--- src/design/rss_pkg.sv ---
`default_nettype none
// ----------------------------------------------------------------------------
// rss_pkg: shared types and codes of the ranked sorted set
// Operation and status codes and the control group that the top level sends
// to every cell of the chain.
// ----------------------------------------------------------------------------
package rss_pkg;

  localparam int RankWidth     = 9;
  localparam int PositionWidth = 8;
  localparam int StatusWidth   = 2;

  typedef enum logic {
    OP_INSERT = 1'b0,
    OP_REMOVE = 1'b1
  } op_e;

  typedef enum logic [StatusWidth-1:0] {
    ST_INSERTED = 2'd0,
    ST_REMOVED  = 2'd1,
    ST_FULL     = 2'd2,
    ST_RANGE    = 2'd3
  } status_e;

  // Control broadcast from the sequencer to all cells.
  typedef struct packed {
    logic capture;  // request accepted: cells evaluate their compare flags
    logic apply;    // cells shift or load according to the captured flags
    logic remove;   // captured request is a remove
  } ctrl_t;

endpackage
`default_nettype wire

--- src/design/rss_cell.sv ---
`default_nettype none
// ----------------------------------------------------------------------------
// rss_cell: one slot of the sorted chain
// Holds one value. On capture it compares its value with the new key and its
// index with the remove position; on apply it holds, loads the key, or takes
// the value of its left or right neighbor.
// ----------------------------------------------------------------------------
module rss_cell #(
  parameter int VALUE_WIDTH = 17,
  parameter int COUNT_WIDTH = 9,
  parameter int IDX         = 0
) (
  input  wire logic                             clk_i,
  input  wire rss_pkg::ctrl_t                   ctrl_i,
  input  wire logic [VALUE_WIDTH-1:0]           cap_key_i,
  input  wire logic [rss_pkg::PositionWidth-1:0] cap_pos_i,
  input  wire logic [COUNT_WIDTH-1:0]           count_i,
  input  wire logic [VALUE_WIDTH-1:0]           ins_key_i,
  input  wire logic [VALUE_WIDTH-1:0]           left_val_i,
  input  wire logic                             left_gt_i,
  input  wire logic [VALUE_WIDTH-1:0]           right_val_i,
  output logic      [VALUE_WIDTH-1:0]           val_o,
  output logic                                  gt_o,
  output logic                                  bnd_o
);
  import rss_pkg::*;

  logic [VALUE_WIDTH-1:0] val_q;
  logic                   gt_q;
  logic                   ge_pos_q;
  logic                   occupied;

  assign occupied = 32'(IDX) < 32'(count_i);

  always_ff @(posedge clk_i) begin
    if (ctrl_i.capture) begin
      gt_q     <= occupied && (val_q > cap_key_i);
      ge_pos_q <= 32'(IDX) >= 32'(cap_pos_i);
    end
  end

  // Entries above the fill level shift garbage along, which is never read.
  always_ff @(posedge clk_i) begin
    if (ctrl_i.apply) begin
      if (ctrl_i.remove) begin
        if (ge_pos_q) begin
          val_q <= right_val_i;
        end
      end else if (!gt_q) begin
        if (left_gt_i) begin
          val_q <= ins_key_i;
        end else begin
          val_q <= left_val_i;
        end
      end
    end
  end

  assign val_o = val_q;
  assign gt_o  = gt_q;
  // The insertion point is the first cell whose value is not greater.
  assign bnd_o = left_gt_i & ~gt_q;

endmodule
`default_nettype wire

--- config.mk ---
export PLATFORM = sky130hd
export DESIGN_NAME = rss_cell
export DESIGN_NICKNAME = d
export VERILOG_FILES = /design/src/design/rss_pkg.sv /design/src/design/rss_cell.sv
export SDC_FILE = /design/constraint.sdc
export NUM_CORES = 1
export LEC_CHECK = 0
export BUFFER_PORTS_ARGS = -buffer_cell sky130_fd_sc_hd__buf_2
export CORE_ASPECT_RATIO = 1.1
export CORE_MARGIN = 2
export CORE_UTILIZATION = 43
export CTS_CLUSTER_SIZE = 25
export DETAILED_ROUTE_END_ITERATION = 16
export PLACE_DENSITY = 0.84
export SYNTH_ARGS = -nofsm -noshare
export SYNTH_HDL_FRONTEND = slang
export SYNTH_SLANG_ARGS = --single-unit
--- constraint.sdc ---
create_clock -name clk_i -period 3.3 [get_ports clk_i]
set_clock_uncertainty 0.05 [all_clocks]
set_input_delay 0 -clock clk_i [delete_from_list [all_inputs] [get_ports clk_i]]
set_output_delay 0 -clock clk_i [all_outputs]
set_load 0.02 [all_outputs]
==> results of run 1 <==
==> flip-flops by register name, indices dropped and copies added, names as in the netlist <==
register	count
gt_o	1
ge_pos_q	1
val_o	17
==> layout make-up <==
type | count | area (um^2) | area share [%]
tap | 34 | 42.5 | 1.93
clock buffer | 3 | 22.5 | 1.02
multi-input combinational | 104 | 743 | 33.8
timing repair buffer | 129 | 751 | 34.1
sequential | 19 | 571 | 25.9
inverter | 18 | 67.6 | 3.07
clock inverter | 1 | 5.00 | 0.227
==> routing by layer <==
metal | part of all wire, % | vias up
li1 | - | 780
met1 | 38 | 640
met2 | 52 | 72
met3 | 8.3 | 6
met4 | 1.9 | 0
met5 | 0 | -
==> synthesized netlist by cell type <==
cell | instances | area, um^2
a2111oi_0 | 1 | 8.76
a21boi_0 | 1 | 7.51
a21o_1 | 1 | 7.51
a21o_2 | 1 | 8.76
a21oi_1 | 7 | 35.0
a221oi_1 | 1 | 8.76
and2_1 | 1 | 6.26
buf_2 | 2 | 10.0
clkbuf_1 | 4 | 15.0
edfxtp_1 | 19 | 571
ha_1 | 17 | 213
inv_1 | 18 | 67.6
mux2i_1 | 17 | 170
nand2_1 | 22 | 82.6
nand2b_1 | 1 | 6.26
nand3_1 | 3 | 15.0
nand4_1 | 3 | 18.8
nor2_1 | 2 | 7.51
nor2b_1 | 1 | 6.26
nor4_1 | 2 | 12.5
nor4_2 | 1 | 12.5
o21ai_0 | 19 | 95.1
or2_1 | 1 | 6.26
or4_1 | 2 | 15.0
==> path summary, 6_finish.rpt <==
kind,from,endpoint,slack [ns]
worst max-delay path,cap_pos_i[5],ge_pos_q$_DFFE_PP_,1.15
worst min-delay path,left_val_i[8],val_o[8]$_DFFE_PP_,0.02
worst max register to register,val_o[14]$_DFFE_PP_,gt_o$_DFFE_PP_,1.26
worst min register to register,val_o[0]$_DFFE_PP_,gt_o$_DFFE_PP_,0.80
==> stage by stage <==
stage	total power, mW	utilization [%]	instance area [um^2]	setup slack, ns
2_1_floorplan	0.390	-	1410	1.27
3_3_place_gp	0.467	63.9	1960	1.35
3_5_place_dp	0.472	63.9	1960	1.27
4_1_cts	0.603	71.6	2200	1.22
5_1_grt	0.636	71.6	2200	1.08
6_report	0.602	71.6	2200	1.15
==> timing repair <==
item / CTS / global route
hold endpoints to repair: 20 / 0
gates resized for setup: 0 / 0
hold buffers: 21 / 0
==> worst min-delay path, cell delays in order <==
cell and delay [ns]:
buf_2 0.07, mux2i_1 0.05, o21ai_0 0.13
==> power by group through the flow <==
stage               Combinational (mW)  Clock, mW  Sequential (mW)
floorplan                       0.0749          0            0.315
global placement                 0.169          0            0.299
detailed placement               0.173          0            0.300
CTS                              0.191      0.118            0.294
global route                     0.216      0.124            0.296
finish                           0.192      0.115            0.294
==> kinds of logic after synthesis <==
logic type	Yosys count	share of synthesized area, %
AO/OA/AOI/OAI	31	12.2
adder cells (fa/ha/maj)	17	15.1
buffers and inverters	24	6.58
flip-flops	19	40.6
multiplexers	17	12.1
AND/OR/NAND/NOR	39	13.4
==> metrics.yaml, run 1 <==
sta:
  layout_min_cycle_time_ns: 2.15
  setup_viol: 0
  timing.final.crit_share_pct: 65.2
  slew_violations: 0
  slew-limit-headroom_pct: 51.9
  holdWs_ns: 0.0177
  worst_pin_slew_ns: 0.722
  rsz0062_at_grt: "no"
  fmax_mhz: 465
  final-hold-violation-count: 0
  tns_ns: 0
worst_setup_path:
  critPathSlowestCell: "dlygate4sd3_1"
  critPathMaxStageDelay_ns: 0.57
  cp_top_family: "buffers and inverters"
  cp_max_fo: 1
  crit_chain: "dlygate4sd3_1 > buf_2 > or4_1 > dlygate4sd3_1 > nor2_1 > dlygate4sd3_1"
  crit_cells: 6
  worst-path-buf-inv: 4
  required_ns: 3.42
  ff2ff_path_depth: 6
  crit_top_cell: "dlygate4sd3_1"
  critical_path_class: "primary input to flop"
  arrival_ns: 2.27
  start_kind: "primary input"
  end_kind: "flop"
cells_and_area:
  drive_above_1_share_pct: 41.6
  layout_common_cells: "108 x buf_2, 22 x nand2_1, 21 x dlygate4sd3_1"
  antenna_cells: 0
  fin_cells: 308
  fill_cells: 222
  final_common_cell: "buf_2"
  nets: 382
  areaGrowthSynthToFinish_pct: 56.6
power_and_ir_drop:
  comb_power_share_pct: 32.0
  power_frac_clock_pct: 19.1
  sequentialPowerShare_pct: 48.9
  p_int_mw: 0.429
  power_leakage_nw: 1.15
  switchingPower_mw: 0.173
  p_sw_share_pct: 28.7
  peakVddDrop_v: 0.000264
  power_density_nw_per_um2: 273
routing:
  drt-pass1-iter-count: 4
  routed_via_density: 4.86
  drtAntennaViolNets: 0
  routedWlPerCell_um: 13.4
  drt_iter0_drc: 28
  route.detailed.drc: 0
  vias: 1498
  wl_um: 4130
clock_network:
  cts_max_level: 1
  clkSinkCount: 19
  numCtsBuffers: 3
  cts_tree: "done"
  clk_latency_ns: 0.29
  clock_path_buffers: 2
  cts-root-buf: "clkbuf_4"
  cts_setup_buffers: 0
  clk_pin_slew_ns: 0.11
synth:
  synth_area_um2: 1410
  synth_cells: 147
  ys_ff_latch: 19
  synth_seq_area_share_pct: 40.6
  synth-warning-count: 0
  mappedNetlistNets: 254
  yosysUniqueCellTypes: 24
  syn_avg_cell_area_um2: 9.57
placement:
  dp_cells: 283
  gp_congestion: 0.928
  portBuffers: 108
  hpwl_um: 3100
min_path:
  whs_path_depth: 3
  hold_class: "primary input to flop"
global_routing:
  grt_pass1_vias: 1442
  grt-busiest-layer: "met2"
  grtUsageTotal_pct: 22.7
  antenna_found_initial: 0
  grt_max_degree: 37
  use_met1_pct: 25.4
  global_route.usage.met2_pct: 40.4
  overflow: 0
  grt_pass1_wl_um: 6280
  use_met3_pct: 4.45
floorplanning:
  initial_core_util_pct: 45.7
  die-area_um2: 3740
  fp.dieH_um: 64.0
  die_x_um: 58.5
  ios: 109
  std_cell_rows: 21
  core_area_um2: 3070
run:
  drv_cap: 0
status:
  outcome: "completed"
(Power assumes the default switching activity.)
==> run 2, diff against run 1 <==
--- a/config.mk
+++ b/config.mk
@@ -5,13 +5,14 @@
 export SDC_FILE = /design/constraint.sdc
 export NUM_CORES = 1
 export LEC_CHECK = 0
+export ABC_AREA = 1
 export BUFFER_PORTS_ARGS = -buffer_cell sky130_fd_sc_hd__buf_2
 export CORE_ASPECT_RATIO = 1.1
 export CORE_MARGIN = 2
-export CORE_UTILIZATION = 43
+export CORE_UTILIZATION = 41
 export CTS_CLUSTER_SIZE = 25
 export DETAILED_ROUTE_END_ITERATION = 16
-export PLACE_DENSITY = 0.84
+export PLACE_DENSITY = 0.79
 export SYNTH_ARGS = -nofsm -noshare
 export SYNTH_HDL_FRONTEND = slang
 export SYNTH_SLANG_ARGS = --single-unit
==> constraint.sdc (replaced) <==
create_clock -name clk_i -period 2.15 [get_ports clk_i]
set_clock_uncertainty 0.05 [all_clocks]
set_input_delay 0 -clock clk_i [delete_from_list [all_inputs] [get_ports clk_i]]
set_output_delay 0 -clock clk_i [all_outputs]
set_load 0.02 [all_outputs]
==> run 2 against run 1 <==
Compared with the run above:
- combinational power grew 64%
- via count grew 12%
- clock power grew 110%
- cell area shrank 3.8%
- largest power group unchanged
- sequential cell count is the same
- final cell count grew 15%
- global-route usage shrank 2.3 points
==> metrics.yaml, run 2 <==
status:
  outcome: "completed"
clock_network:
  cts_tree: "done"
  cts_setup_buffers: 0
  postCtsHoldBufs: 1
  clk_latency_ns: 0.25
  numCtsBuffers: 3
  ctsResizeCount: 0
  clkSinkCount: 19
  clk_pin_slew_ns: 0.07
  cts_max_level: 1
  clock_path_buffers: 2
  cts-root-buf: "clkbuf_8"
synth:
  mappedNetlistNets: 302
  synth_seq_area_share_pct: 38.1
  synth_area_leaders: "edfxtp_1 38%, ha_1 14%, a21oi_1 13%, nand2_1 11%, inv_1 6.5%"
  ys_ff_latch: 19
  synth_cells: 195
  synth_top_area_share_pct: 38.1
  synth_common_cells: "43 x nand2_1, 39 x a21oi_1, 26 x inv_1, 26 x nor2_1, 19 x edfxtp_1"
  yosysUniqueCellTypes: 22
  ys_async_sr_fraction_pct: 0
  synth_edf_count: 19
  synth.largest_area_cell: "edfxtp_1"
  syn_avg_cell_area_um2: 7.68
  synth_area_um2: 1500
  synth_flop_cell: "edfxtp_1"
  synth-warning-count: 0
  yosysMostFrequentCell: "nand2_1"
cells_and_area:
  antenna_cells: 0
  areaGrowthSynthToFinish_pct: 41.5
  drive_above_1_share_pct: 38.9
  nets: 411
  layout_common_cells: "108 x buf_2, 43 x nand2_1, 39 x a21oi_1"
  largest_reg_flops: 17
  post-route-util_pct: 59.4
  fill_cells: 371
  final_common_cell: "buf_2"
placement:
  portBuffers: 108
  hpwl_um: 3520
  gp_congestion: 0.753
routing:
  route.detailed.drc: 0
  routedWlPerCell_um: 11.7
  vias: 1677
  routed_via_density: 4.75
  drt_iter0_drc: 33
  wl_um: 4130
  drtAntennaViolNets: 0
  drt-pass1-iter-count: 4
floorplanning:
  die_x_um: 61.6
  core_area_um2: 3570
  initial_core_util_pct: 42.0
  std_cell_rows: 23
  ios: 109
  fp.dieH_um: 67.4
  die-area_um2: 4150
sta:
  setup_viol: 0
  worst_pin_slew_ns: 0.339
  final-hold-violation-count: 0
  slew-limit-headroom_pct: 77.4
  layout_min_cycle_time_ns: 1.53
  timing.final.crit_share_pct: 71.4
  fmax_mhz: 652
  slew_violations: 0
  tns_ns: 0
  rsz0062_at_grt: "no"
power_and_ir_drop:
  power_leakage_nw: 1.16
  peakVddDrop_v: 0.000283
  power_density_nw_per_um2: 478
worst_setup_path:
  start_kind: "flop"
  cp_top_family: "flip-flops"
  critPathMaxStageDelay_ns: 0.38
  crit_top_cell: "nor2_1"
  arrival_ns: 1.49
  worst-path-buf-inv: 0
  critPathSlowestCell: "edfxtp_1"
  required_ns: 2.11
  cp_max_fo: 3
  end_kind: "flop"
  critical_path_class: "flop to flop"
  crit_chain: "ha_1 > a21o_2 > nor2_1 > nand2_1 > nor2_1 > a21oi_1"
global_routing:
  grt_pass1_vias: 1598
  grt_pass1_wl_um: 6290
  grtUsageTotal_pct: 20.4
  antenna_found_initial: 0
  grt_max_degree: 20
  overflow: 0
min_path:
  hold_class: "primary input to flop"
run:
  drv_cap: 0
run 2: area by class of cell:
| cell class | count | area (um^2) | share of cell area [%] |
|---|---|---|---|
| Timing Repair Buffer | 110 | 558 | 26.3 |
| Inverter | 28 | 105 | 4.96 |
| Multi-Input combinational cell | 142 | 778 | 36.7 |
| Clock buffer | 4 | 45.0 | 2.13 |
| Sequential cell | 19 | 571 | 26.9 |
| Tap cell | 50 | 62.6 | 2.95 |
run 2: worst reg2reg max path: cells and delay by family (launching register included):
| kind | cells | cell delay, ns |
|---|---|---|
| flops | 1 | 0.38 |
| simple gates | 3 | 0.26 |
| compound gates | 2 | 0.29 |
| fa+ha+maj | 1 | 0.32 |
run 2: power by group:
part / internal (mW) / total, mW / leakage [nW] / switching, mW
logic: 0.140 / 0.315 / 0.957 / 0.175
clock network: 0.131 / 0.243 / 0.0228 / 0.112
registers: 0.442 / 0.456 / 0.179 / 0.0136
total: 0.714 / 1.01 / 1.16 / 0.300
run 2: through the flow:
| stage | instances | power (mW) | setup slack, ns | hold WS [ns] | cell area [um^2] |
|---|---|---|---|---|---|
| after global routing | 353 | 1.08 | 0.520 | 0.0214 | 2120 |
| after detailed placement | 348 | 0.779 | 0.618 | 0.196 | 2060 |
| final | 353 | 1.01 | 0.615 | 0.0245 | 2120 |
| after floorplan | 195 | 0.642 | 0.269 | 0.0625 | 1500 |
| after CTS | 353 | 1.02 | 0.608 | 0.0215 | 2120 |
| after global placement | 348 | 0.771 | 0.665 | 0.199 | 2060 |
run 2: cells by family after synthesis:
kind of cell | share of synthesized area (%)
buffers and inverters | 9.94
AOI/OAI and AO/OA | 15.0
DFF | 38.1
adders and majority gates | 14.2
and+or+nand+nor | 22.7
run 2: final timing paths:
check / start / endpoint / slack [ns] / cells past startpoint
worst max register to register: val_o[16]$_DFFE_PP_ / gt_o$_DFFE_PP_ / 0.62 / 6
worst max-delay path: val_o[16]$_DFFE_PP_ / gt_o$_DFFE_PP_ / 0.62 / 6
worst min register to register: gt_o$_DFFE_PP_ / val_o[6]$_DFFE_PP_ / 0.88 / 2
worst min-delay path: right_val_i[9] / val_o[9]$_DFFE_PP_ / 0.02 / 3
run 2: metal layers:
metal  track usage, %  routed length [um]
met1             22.8                1590
met2             37.2                2220
met3             3.07                 240
met4             9.04                  76
met5                0                   0
